[src/hdl/lbc_pkg.sv]
// Package of the binding cache: field widths, codes, state and scan flag types.
// Depends on nothing; used by every module of the block.
`default_nettype none

package lbc_pkg;

    localparam int CAPACITY_DEF = 8;
    localparam int KEY_W        = 64;
    localparam int STATUS_W     = 3;
    localparam int SLOT_W       = 3;

    localparam logic FUNC_ACQUIRE = 1'b0;
    localparam logic FUNC_RETIRE  = 1'b1;

    typedef enum logic [STATUS_W-1:0] {
        STAT_NONE    = 3'd0,
        STAT_HIT     = 3'd1,
        STAT_MISS    = 3'd2,
        STAT_RETIRED = 3'd3,
        STAT_IGNORED = 3'd4
    } t_status;

    typedef enum logic [1:0] {
        ST_IDLE,
        ST_SCAN,
        ST_DECIDE
    } t_state;

    typedef struct packed {
        logic hit;
        logic nc_found;
        logic any_found;
        logic free_found;
    } t_scan_flags;

endpackage

`default_nettype wire

[src/hdl/lbc_scan.sv]
// Scan unit of the binding cache: visits one entry per cycle and keeps the
// hit, the oldest non-current entry, the oldest entry and the lowest free slot.
// Depends on lbc_pkg.
`default_nettype none

module lbc_scan #(
    parameter  int CAPACITY = lbc_pkg::CAPACITY_DEF,
    localparam int IW       = (CAPACITY > 1) ? $clog2(CAPACITY) : 1
) (
    input  wire logic                       i_clk,
    input  wire logic                       i_rst_n,
    input  wire logic                       i_start,
    input  wire logic                       i_en,
    input  wire logic                       i_valid,
    input  wire logic [IW-1:0]              i_idx,
    input  wire logic [lbc_pkg::KEY_W-1:0]  i_key,
    input  wire logic [lbc_pkg::KEY_W-1:0]  i_epoch,
    input  wire logic [lbc_pkg::KEY_W-1:0]  i_match_key,
    input  wire logic [lbc_pkg::KEY_W-1:0]  i_cur_key,
    output lbc_pkg::t_scan_flags            o_flags,
    output logic [IW-1:0]                   o_hit_idx,
    output logic [IW-1:0]                   o_nc_idx,
    output logic [lbc_pkg::KEY_W-1:0]       o_nc_key,
    output logic [IW-1:0]                   o_any_idx,
    output logic [lbc_pkg::KEY_W-1:0]       o_any_key,
    output logic [IW-1:0]                   o_free_idx
);

    localparam int KW = lbc_pkg::KEY_W;

    lbc_pkg::t_scan_flags r_flags;
    logic [IW-1:0]        r_hit_idx;
    logic [IW-1:0]        r_nc_idx;
    logic [KW-1:0]        r_nc_key;
    logic [KW-1:0]        r_nc_epoch;
    logic [IW-1:0]        r_any_idx;
    logic [KW-1:0]        r_any_key;
    logic [KW-1:0]        r_any_epoch;
    logic [IW-1:0]        r_free_idx;

    logic w_take_hit;
    logic w_take_nc;
    logic w_take_any;
    logic w_take_free;

    always_comb begin
        w_take_hit  = i_en && i_valid && !r_flags.hit && (i_key == i_match_key);
        w_take_nc   = i_en && i_valid && (i_key != i_cur_key)
                      && (!r_flags.nc_found || (i_epoch < r_nc_epoch));
        w_take_any  = i_en && i_valid && (!r_flags.any_found || (i_epoch < r_any_epoch));
        w_take_free = i_en && !i_valid && !r_flags.free_found;
    end

    always_ff @(posedge i_clk) begin
        if (!i_rst_n || i_start) begin
            r_flags <= '0;
        end else begin
            if (w_take_hit) begin
                r_flags.hit <= 1'b1;
            end
            if (w_take_nc) begin
                r_flags.nc_found <= 1'b1;
            end
            if (w_take_any) begin
                r_flags.any_found <= 1'b1;
            end
            if (w_take_free) begin
                r_flags.free_found <= 1'b1;
            end
        end
    end

    always_ff @(posedge i_clk) begin
        if (w_take_hit) begin
            r_hit_idx <= i_idx;
        end
        if (w_take_nc) begin
            r_nc_idx   <= i_idx;
            r_nc_key   <= i_key;
            r_nc_epoch <= i_epoch;
        end
        if (w_take_any) begin
            r_any_idx   <= i_idx;
            r_any_key   <= i_key;
            r_any_epoch <= i_epoch;
        end
        if (w_take_free) begin
            r_free_idx <= i_idx;
        end
    end

    assign o_flags    = r_flags;
    assign o_hit_idx  = r_hit_idx;
    assign o_nc_idx   = r_nc_idx;
    assign o_nc_key   = r_nc_key;
    assign o_any_idx  = r_any_idx;
    assign o_any_key  = r_any_key;
    assign o_free_idx = r_free_idx;

endmodule

`default_nettype wire

[src/hdl/lru_binding_cache_pinned_current.sv]
// Top level of the binding cache: request sequencer, key and epoch memories,
// valid bits, current key and result register. Depends on lbc_pkg, lbc_scan.
//
//   channel   direction  handshake            payload
//   request   in         i_valid / o_stall    i_func i_frame_present i_frame_id i_image_handle
//   result    out        o_valid / i_stall    o_status o_slot o_evicted o_evicted_key
//                                             o_current_cleared
//
// A request that scans reads every entry of the key and epoch memories, one entry per
// cycle, before the result register is loaded; a retire of id zero or an acquire
// without a frame skips the scan and goes straight to the decide step.
// Reset clears the valid bits, epoch counter and current key at once.
// A held result stalls only the final step; the scan of the next request proceeds.
`default_nettype none

module lru_binding_cache_pinned_current #(
    parameter int CAPACITY = lbc_pkg::CAPACITY_DEF
) (
    input  wire logic                          i_clk,
    input  wire logic                          i_rst_n,
    input  wire logic                          i_valid,
    output logic                               o_stall,
    input  wire logic                          i_func,
    input  wire logic                          i_frame_present,
    input  wire logic [lbc_pkg::KEY_W-1:0]     i_frame_id,
    input  wire logic [lbc_pkg::KEY_W-1:0]     i_image_handle,
    output logic                               o_valid,
    input  wire logic                          i_stall,
    output logic [lbc_pkg::STATUS_W-1:0]       o_status,
    output logic [lbc_pkg::SLOT_W-1:0]         o_slot,
    output logic                               o_evicted,
    output logic [lbc_pkg::KEY_W-1:0]          o_evicted_key,
    output logic                               o_current_cleared
);

    localparam int IW = (CAPACITY > 1) ? $clog2(CAPACITY) : 1;
    localparam int CW = $clog2(CAPACITY + 1);
    localparam int KW = lbc_pkg::KEY_W;
    localparam int SW = IW + lbc_pkg::SLOT_W;
    localparam logic [CW-1:0] CAP_CNT = CW'(CAPACITY);

    lbc_pkg::t_state r_state, n_state;

    logic                 r_func;
    logic                 r_skip;
    logic [KW-1:0]        r_key;
    logic [CW-1:0]        r_cnt;
    logic                 r_rd_go;
    logic                 r_rd_valid;
    logic [IW-1:0]        r_rd_idx;
    logic [KW-1:0]        r_rd_key;
    logic [KW-1:0]        r_rd_epoch;
    logic [CAPACITY-1:0]  r_valid;
    logic [KW-1:0]        r_mem_key   [CAPACITY];
    logic [KW-1:0]        r_mem_epoch [CAPACITY];
    logic [KW-1:0]        r_epoch;
    logic [KW-1:0]        r_cur;

    logic                           r_out_valid;
    logic [lbc_pkg::STATUS_W-1:0]   r_out_status;
    logic [lbc_pkg::SLOT_W-1:0]     r_out_slot;
    logic                           r_out_evicted;
    logic [KW-1:0]                  r_out_ekey;
    logic                           r_out_cleared;

    logic w_accept;
    logic w_skip;
    logic w_issue;
    logic w_commit;
    logic [IW-1:0] w_rd_addr;

    lbc_pkg::t_scan_flags s_flags;
    logic [IW-1:0] s_hit_idx;
    logic [IW-1:0] s_nc_idx;
    logic [KW-1:0] s_nc_key;
    logic [IW-1:0] s_any_idx;
    logic [KW-1:0] s_any_key;
    logic [IW-1:0] s_free_idx;

    lbc_pkg::t_status d_status;
    logic [IW-1:0]    d_idx;
    logic [SW-1:0]    d_slot_ext;
    logic             d_evicted;
    logic [KW-1:0]    d_ekey;
    logic             d_cleared;
    logic [KW-1:0]    d_cur;
    logic [KW-1:0]    d_epoch;
    logic             d_valid_we;
    logic             d_valid_val;
    logic             d_key_we;
    logic             d_epoch_we;
    logic [IW-1:0]    d_victim_idx;
    logic [KW-1:0]    d_victim_key;

    assign w_accept  = i_valid && !o_stall;
    assign w_skip    = (i_func == lbc_pkg::FUNC_RETIRE) ? (i_frame_id == '0) : !i_frame_present;
    assign w_rd_addr = r_cnt[IW-1:0];

    always_ff @(posedge i_clk) begin
        if (!i_rst_n) begin
            r_state <= lbc_pkg::ST_IDLE;
        end else begin
            r_state <= n_state;
        end
    end

    always_comb begin
        n_state  = r_state;
        o_stall  = 1'b1;
        w_issue  = 1'b0;
        w_commit = 1'b0;
        unique case (r_state)
            lbc_pkg::ST_IDLE: begin
                o_stall = 1'b0;
                if (i_valid) begin
                    n_state = w_skip ? lbc_pkg::ST_DECIDE : lbc_pkg::ST_SCAN;
                end
            end
            lbc_pkg::ST_SCAN: begin
                w_issue = (r_cnt < CAP_CNT);
                if (!w_issue && !r_rd_go) begin
                    n_state = lbc_pkg::ST_DECIDE;
                end
            end
            lbc_pkg::ST_DECIDE: begin
                if (!r_out_valid || !i_stall) begin
                    w_commit = 1'b1;
                    n_state  = lbc_pkg::ST_IDLE;
                end
            end
            default: begin
                n_state = lbc_pkg::ST_IDLE;
            end
        endcase
    end

    always_ff @(posedge i_clk) begin
        if (w_accept) begin
            r_func <= i_func;
            r_skip <= w_skip;
            r_key  <= ((i_func == lbc_pkg::FUNC_ACQUIRE) && (i_frame_id == '0))
                      ? i_image_handle : i_frame_id;
        end
    end

    always_ff @(posedge i_clk) begin
        if (!i_rst_n) begin
            r_cnt   <= '0;
            r_rd_go <= 1'b0;
        end else begin
            if (w_accept) begin
                r_cnt <= '0;
            end else if (w_issue) begin
                r_cnt <= r_cnt + CW'(1);
            end
            r_rd_go <= w_issue;
        end
    end

    always_ff @(posedge i_clk) begin
        if (w_issue) begin
            r_rd_valid <= r_valid[w_rd_addr];
            r_rd_idx   <= w_rd_addr;
            r_rd_key   <= r_mem_key[w_rd_addr];
            r_rd_epoch <= r_mem_epoch[w_rd_addr];
        end
        if (d_key_we) begin
            r_mem_key[d_idx] <= r_key;
        end
        if (d_epoch_we) begin
            r_mem_epoch[d_idx] <= d_epoch;
        end
    end

    lbc_scan #(
        .CAPACITY (CAPACITY)
    ) u_scan (
        .i_clk       (i_clk),
        .i_rst_n     (i_rst_n),
        .i_start     (w_accept),
        .i_en        (r_rd_go),
        .i_valid     (r_rd_valid),
        .i_idx       (r_rd_idx),
        .i_key       (r_rd_key),
        .i_epoch     (r_rd_epoch),
        .i_match_key (r_key),
        .i_cur_key   (r_cur),
        .o_flags     (s_flags),
        .o_hit_idx   (s_hit_idx),
        .o_nc_idx    (s_nc_idx),
        .o_nc_key    (s_nc_key),
        .o_any_idx   (s_any_idx),
        .o_any_key   (s_any_key),
        .o_free_idx  (s_free_idx)
    );

    always_comb begin
        d_victim_idx = s_flags.nc_found ? s_nc_idx : s_any_idx;
        d_victim_key = s_flags.nc_found ? s_nc_key : s_any_key;
        d_status     = lbc_pkg::STAT_NONE;
        d_idx        = '0;
        d_evicted    = 1'b0;
        d_ekey       = '0;
        d_cleared    = 1'b0;
        d_cur        = r_cur;
        d_epoch      = r_epoch;
        d_valid_we   = 1'b0;
        d_valid_val  = 1'b0;
        d_key_we     = 1'b0;
        d_epoch_we   = 1'b0;
        if (r_func == lbc_pkg::FUNC_RETIRE) begin
            if (!r_skip && s_flags.hit) begin
                d_status    = lbc_pkg::STAT_RETIRED;
                d_idx       = s_hit_idx;
                d_valid_we  = w_commit;
                d_valid_val = 1'b0;
                if (r_cur == r_key) begin
                    d_cleared = 1'b1;
                    d_cur     = '0;
                end
            end else begin
                d_status = lbc_pkg::STAT_IGNORED;
            end
        end else if (!r_skip) begin
            d_epoch    = r_epoch + KW'(1);
            d_cur      = r_key;
            d_epoch_we = w_commit;
            if (s_flags.hit) begin
                d_status = lbc_pkg::STAT_HIT;
                d_idx    = s_hit_idx;
            end else begin
                d_status    = lbc_pkg::STAT_MISS;
                d_valid_we  = w_commit;
                d_valid_val = 1'b1;
                d_key_we    = w_commit;
                if (s_flags.free_found) begin
                    d_idx = s_free_idx;
                end else begin
                    d_idx     = d_victim_idx;
                    d_evicted = 1'b1;
                    d_ekey    = d_victim_key;
                    d_cleared = (d_victim_key == r_cur);
                end
            end
        end
        d_slot_ext = {{lbc_pkg::SLOT_W{1'b0}}, d_idx};
    end

    always_ff @(posedge i_clk) begin
        if (!i_rst_n) begin
            r_valid <= '0;
            r_epoch <= '0;
            r_cur   <= '0;
        end else if (w_commit) begin
            if (d_valid_we) begin
                r_valid[d_idx] <= d_valid_val;
            end
            r_epoch <= d_epoch;
            r_cur   <= d_cur;
        end
    end

    always_ff @(posedge i_clk) begin
        if (!i_rst_n) begin
            r_out_valid <= 1'b0;
        end else if (w_commit) begin
            r_out_valid <= 1'b1;
        end else if (!i_stall) begin
            r_out_valid <= 1'b0;
        end
    end

    always_ff @(posedge i_clk) begin
        if (w_commit) begin
            r_out_status  <= d_status;
            r_out_slot    <= d_slot_ext[lbc_pkg::SLOT_W-1:0];
            r_out_evicted <= d_evicted;
            r_out_ekey    <= d_ekey;
            r_out_cleared <= d_cleared;
        end
    end

    assign o_valid           = r_out_valid;
    assign o_status          = r_out_status;
    assign o_slot            = r_out_slot;
    assign o_evicted         = r_out_evicted;
    assign o_evicted_key     = r_out_ekey;
    assign o_current_cleared = r_out_cleared;

endmodule

`default_nettype wire

[config.mk]
export PLATFORM = sky130hd
export DESIGN_NAME = lru_binding_cache_pinned_current
export DESIGN_NICKNAME = d
export VERILOG_FILES = /design/src/hdl/lbc_pkg.sv /design/src/hdl/lbc_scan.sv /design/src/hdl/lru_binding_cache_pinned_current.sv
export SDC_FILE = /design/constraint.sdc
export NUM_CORES = 2
export LEC_CHECK = 0
export BUFFER_PORTS_ARGS = -buffer_cell sky130_fd_sc_hd__buf_2
export CORE_MARGIN = 4
export CORE_UTILIZATION = 35
export CTS_CLUSTER_SIZE = 20
export DETAILED_ROUTE_END_ITERATION = 12
export HOLD_SLACK_MARGIN = 0.02
export REMOVE_ABC_BUFFERS = 1
export SLEW_MARGIN = 25
export SYNTH_ARGS = -nofsm -noshare
export SYNTH_HDL_FRONTEND = slang
export SYNTH_HIERARCHICAL = 1
export SYNTH_SLANG_ARGS = --single-unit
[constraint.sdc]
create_clock -name i_clk -period 17.8 [get_ports i_clk]
set_clock_uncertainty 0.05 [all_clocks]
set_input_delay 0.89 -clock i_clk [delete_from_list [all_inputs] [get_ports i_clk]]
set_output_delay 0.89 -clock i_clk [all_outputs]
set_load 0.05 [all_outputs]
# ---- Word level (Yosys, flattened, before mapping)
# Memories as Yosys holds them, arrays and structs flattened. A register that Yosys moved wholly into a read port is not among the register bits.
# Cells that the tools add are included.
dict set report word_totals {
  output_inout_bits 74
  wordCells 147
  ramBits 1024
  memories 2
  reg_bits 558
}
dict set report classes {
  order_cmp 6
  n_bitwise 2
  reduce_logical 37
  mux 56
  n_eq_ne 13
  n_addsub 2
}
# memory depth word_bits read_ports rd_clocked_by_memory_dff wr line_no
set mem_list {}
lappend mem_list {r_mem_epoch 8 64 1 1 1 lru_binding_cache_pinned_current.sv:55} ;# logic [KW-1:0] r_mem_epoch [CAPACITY];
lappend mem_list {r_mem_key 8 64 1 1 1 lru_binding_cache_pinned_current.sv:54} ;# logic [KW-1:0] r_mem_key [CAPACITY];
# cell count
set op_table {}
lappend op_table {{two-way mux 64 bit} 8}
lappend op_table {{== test 64 bit} 3}
lappend op_table {{less-than comparator 64 bit} 2}
lappend op_table {{adder 64 x 1 -> 64 bit (second input constant)} 1}
lappend op_table {{logical NOT 64 bit} 1}
lappend op_table {{!= test 64 bit} 1}
lappend op_table {{two-way mux 1 bit} 30}
lappend op_table {{two-way mux 3 bit} 8}
lappend op_table {{logical AND 1 bit} 13}
lappend op_table {{logical NOT 1 bit} 12}
lappend op_table {{two-way mux 2 bit} 6}
lappend op_table {{bitwise mux 8 bit} 1}
lappend op_table {{less-than comparator 3 x 4 -> 1 bit (second input constant)} 2}
lappend op_table {{!= test 2 bit (second input constant)} 4}
lappend op_table {{!= test 2 x 1 -> 1 bit (second input constant)} 3}
lappend op_table {{one-hot mux 2 bit (3 select lines)} 1}
lappend op_table {{adder 4 x 1 -> 4 bit (second input constant)} 1}
lappend op_table {{logical OR 1 bit} 4}
lappend op_table {{less-than comparator 4 bit (second input constant)} 1}
lappend op_table {{AND reduction 4 bit} 1}
lappend op_table {{OR reduction 4 bit} 1}
lappend op_table {{binary-select mux 1 bit (select 3 bit)} 1}
lappend op_table {{demux 1 bit (select 3 bit)} 1}
lappend op_table {{greater-or-equal comparator 3 x 1 -> 1 bit (second input constant)} 1}
lappend op_table {{other kinds (8)} 9}

# ---- Logic depth before layout (Yosys ltp)
dict set report logic_depth {
  depth_word 10
  ltp_mapped 10
}

# ---- By module
# Netlist, hierarchy kept.
# module area_each_um2 cells_each seq_area_each_um2 n_inst
set modules_own_cells {}
lappend modules_own_cells {lru_binding_cache_pinned_current 56877.0 3109 41740.0 1}
lappend modules_own_cells {lbc_scan 12719.7 893 8127.8 1}

# ---- Least setup slack after synthesis
# OpenSTA, ideal clock, no wires.
dict set report synth_timing {
  kind {register to register}
  start {register r_rd_epoch[57], read port of r_mem_epoch}
  end {register u_scan.r_nc_idx[0], in the netlist u_scan/o_nc_idx[0], enable pin}
  path_buffers 0
  synth_period_minus_slack_ns 12.082
  t_arrival_ns 11.217
  path_stages_with_launch 9
  t_required_ns 16.935
  setup_slack_ns 5.718
  cell_sequence {edfxtp_1 > ha_1 > a211oi_1 > nor2_1 > nor3_1 > nor2_1 > o311ai_0 > a31oi_1 > a211oi_1}
}
dict set report synth_between {
  elab_chain_cells 3
}
# item line_no
set synth_lines {}
lappend synth_lines {{start: declaration} lru_binding_cache_pinned_current.sv:52} ;# logic [KW-1:0] r_rd_epoch;
lappend synth_lines {{less-than comparator 64 bit} lbc_scan.sv:49} ;# && (!r_flags.nc_found || (i_epoch < r_nc_epoch));
lappend synth_lines {{logical OR 1 bit} lbc_scan.sv:49}
lappend synth_lines {{logical AND 1 bit} lbc_scan.sv:49}
lappend synth_lines {{named net u_scan.w_take_nc} lbc_scan.sv:42} ;# logic w_take_nc;
lappend synth_lines {{end signal: assignment} lbc_scan.sv:78} ;# r_nc_idx <= i_idx;
lappend synth_lines {{end: declaration} lbc_scan.sv:33} ;# logic [IW-1:0] r_nc_idx;
# The timed path passes the listed nets, and every way through them passes these cells.
# A chain may end at the register's enable or synchronous reset.

# ---- Final worst setup path
dict set report layout_timing {
  start {register r_cnt[0]}
  end {register r_rd_epoch[49], read port of r_mem_epoch, data pin}
}
dict set report layout_between {
  elab_chain_cells 2
}
# item line_no
set layout_lines {}
lappend layout_lines {{start: declaration} lru_binding_cache_pinned_current.sv:47} ;# logic [CW-1:0] r_cnt;
lappend layout_lines {{start signal: assignment} lru_binding_cache_pinned_current.sv:154} ;# r_cnt <= r_cnt + CW'(1);
lappend layout_lines {{less-than comparator 4 bit} lru_binding_cache_pinned_current.sv:120} ;# w_issue = (r_cnt < CAP_CNT);
lappend layout_lines {{two-way mux 1 bit} lru_binding_cache_pinned_current.sv:112} ;# unique case (r_state)
# Several ways; a longest one is shown, not always the timed one.

==> reports/metrics.cfg <==
[status]
status=finished clean

[routing]
drt-initial-drc-count=3179
route.detailed.drc=0
viasPerCell=5.14
wl_per_cell_um=25.3
vias=36447
postRouteAntennaNets=0
finalWirelength_mm=179
drt_first_pass_iters=5

[logic_synthesis]
ys.warnings.count=6
synth_flop_cell=edfxtp_1
ys_seq_area_share_pct=71.7
async_reset_ff_share_pct=0
synth_edf_count=1562
synth_cells=4002
ys_seq_elements=1710
avgSynthCellArea_um2=17.4
synth_cell_types=62
syn_area_um2=69600

[sta]
maxSlewHeadroom_pct=28.0
rsz0062_at_grt=false
period_needed_ns=4.52
fmax_mhz=221
slew_violations=0
setup_slack_ns=13.28
setup_viol=0
worst_pin_slew_ns=1.08
hold_viol=0
period_share_pct=25.4
setup_tns_ns=0

[global_routing]
gr-usage-all-layers_pct=17.2
grt_pass1_wl_mm=258
grt_max_degree=131
antenna_found_initial=11
grt_pass1_vias=36654
grt_overflow_total=0

[floorplan]
rows=163
ios=208
die_x_um=454
chipHeight_um=454
die_area_um2=206000
initial_core_util_pct=35.2
core_area_um2=198000

[worst_setup_path]
cp-start-kind=flip-flop
crit_path_end_kind=flip-flop
cp_top_family=buffers and inverters
critPathSlowestCell=buf_4
path_cells=buf_4 > buf_4 > buf_4 > mux4_2 > mux2_2
path_max_fanout=38
cpMostUsedCell=buf_4
cp_slowest_stage_delay_ns=0.82
path_buf_inv=3
path_class=reg -> reg
arrival_ns=4.97
crit_required_ns=18.25

[cts]
clock_latency_ns=0.83
cts_tree=built
root_buffer=clkbuf_16
cts_hold_buf=0
cts.clk_slew.worst_paths_ns=0.06
cts.sinks=1710
htreeDepth=4
cts_resized=0
numCtsBuffers=179
cts.path.max_buffers=3
cts_setup_buffers=0

[finish]
area_growth_pct=15.0
drive_gt1_share_pct=22.0
nNetsFinal=4557
nFillCells=17715
fin_util_pct=40.5

[run]
cap_violations=0

[pwr]
p_per_area_nw_per_um2=106
power_leakage_nw=25.0
ir_drop_mv=0.0861

[placed_design]
hpwlAfterDp_mm=115
gp_congestion=0.847
io_buffer_count=207
pre_cts_ws_ns=13.06

[min_path]
holdCritPathClass=in -> reg

-- synthesized netlist by cell type (all sizes together), types with 3 or more instances --
cell type,n,area (um2)
dfxtp,148,2960
a221oi,4,35.0
buf,49,199
xor2,116,1020
a2111oi,3,32.5
nor3,40,211
edfxtp,1562,46900
mux2i,71,711
nor4,74,463
nand3,41,205
a22o,3,26.3
and3,8,50.1
clkbuf,113,425
or2,4,25.0
nor3b,4,30.0
nor2b,7,43.8
nand4,90,578
nor2,201,754
a211oi,8,60.1
and2,9,56.3
and4,8,70.1
o21a,10,75.1
nor4b,3,26.3
nand2b,14,87.6
a32oi,63,552
xnor2,251,2200
o21bai,3,22.5
a31oi,5,31.3
o31ai,3,22.5
ha,128,1600
a21o,91,686
mux4,258,5810
nand2,87,327
or3,15,93.8
o211ai,5,37.5
mux2,132,1490
inv,202,758
a21oi,51,255
or4,6,45.0
o311ai,3,26.3
o21ai,96,480
-- per-layer routing --
metal / wire length, um / vias to the layer above / GRT usage, %
li1: - / 16191 / -
met1: 73600 / 18975 / 22.3
met2: 90200 / 1032 / 29.4
met3: 9770 / 249 / 2.92
met4: 5520 / 0 / 5.29
met5: 0 / - / 0
-- sequential cells by signal (all words and copies together) (netlist names), 4 cells and up --
register            cells
r_mem_epoch           512
r_cur                  64
r_rd_epoch             64
r_mem_key             512
r_valid                 8
o_evicted_key          64
u_scan/r_nc_epoch      64
r_epoch                64
u_scan/o_flags          4
u_scan/o_any_key       64
r_rd_key               64
u_scan/o_nc_key        64
r_key                  64
u_scan/r_any_epoch     64
r_cnt                   4
-- layout make-up --
| cell class | instances | area (um2) | share of cell area (%) |
|---|---|---|---|
| inverter | 202 | 762 | 0.952 |
| clock buffer | 240 | 4880 | 6.10 |
| timing repair buffer | 274 | 1610 | 2.02 |
| antenna | 2 | 5.00 | 0.00625 |
| clock inverter | 91 | 930 | 1.16 |
| sequential | 1710 | 49900 | 62.3 |
| tap | 2640 | 3300 | 4.13 |
| multi-input combinational | 1928 | 18600 | 23.3 |
-- power by group --
group / internal [mW] / switching (mW) / total [mW]
Clock: 2.07 / 1.60 / 3.66
Combinational: 0.127 / 0.204 / 0.331
Sequential: 4.43 / 0.0871 / 4.52
-- kinds of logic after synthesis --
logic type      after synthesis  synth area share [%]
xor+xnor                    367                  4.62
simple gates                616                  4.47
buf+inv                     364                  1.99
compound gates              356                  3.47
flops                      1710                  71.7
fa+ha+maj                   128                  2.30
mux                         461                  11.5
-- worst paths after layout --
check,endpoint,start,cells past startpoint,slack (ns)
setup / recovery,r_rd_epoch[49]$_DFFE_PP_,r_cnt[0]$_SDFFE_PP0P_,5,13.28
hold reg to reg,u_scan/o_hit_idx[0]$_DFFE_PP_,r_rd_idx[0]$_DFFE_PP_,0,0.43
hold / removal,r_key[34]$_DFFE_PP_,i_image_handle[34],2,0.31
setup reg to reg,r_rd_epoch[49]$_DFFE_PP_,r_cnt[0]$_SDFFE_PP0P_,5,13.28
-- metrics by stage --
step,total power [mW],instance area (um2),cells,hold WS (ns)
floorplan,4.80,69000,3840,0.400
global placement,4.93,74100,6752,0.418
detailed placement,4.94,74100,6752,0.428
CTS,8.61,79900,7083,0.236
global route,8.81,80000,7087,0.259
finish,8.51,80000,7087,0.309
-- worst reg2reg max path, stage by stage (launching register included) --
cell and delay, ns:
dfxtp_4 0.75, buf_4 0.86, buf_4 0.80, buf_4 0.76
mux4_2 0.64, mux2_2 0.34
-- layout by cell type (no fill, tap or decap), types with 62 or more instances in the layout --
cell type,n
mux2i_1,71
inv_1,199
xnor2_1,251
nor4_1,64
mux4_2,258
nand4_1,89
dfxtp_1,144
nor2_1,184
edfxtp_1,1562
nand2_1,87
buf_2,206
o21ai_0,95
ha_1,128
xor2_1,116
clkbuf_16,180
a32oi_1,63
a21o_1,89
buf_4,62
mux2_2,132
Note: power is estimated with default switching activity, not from simulation.
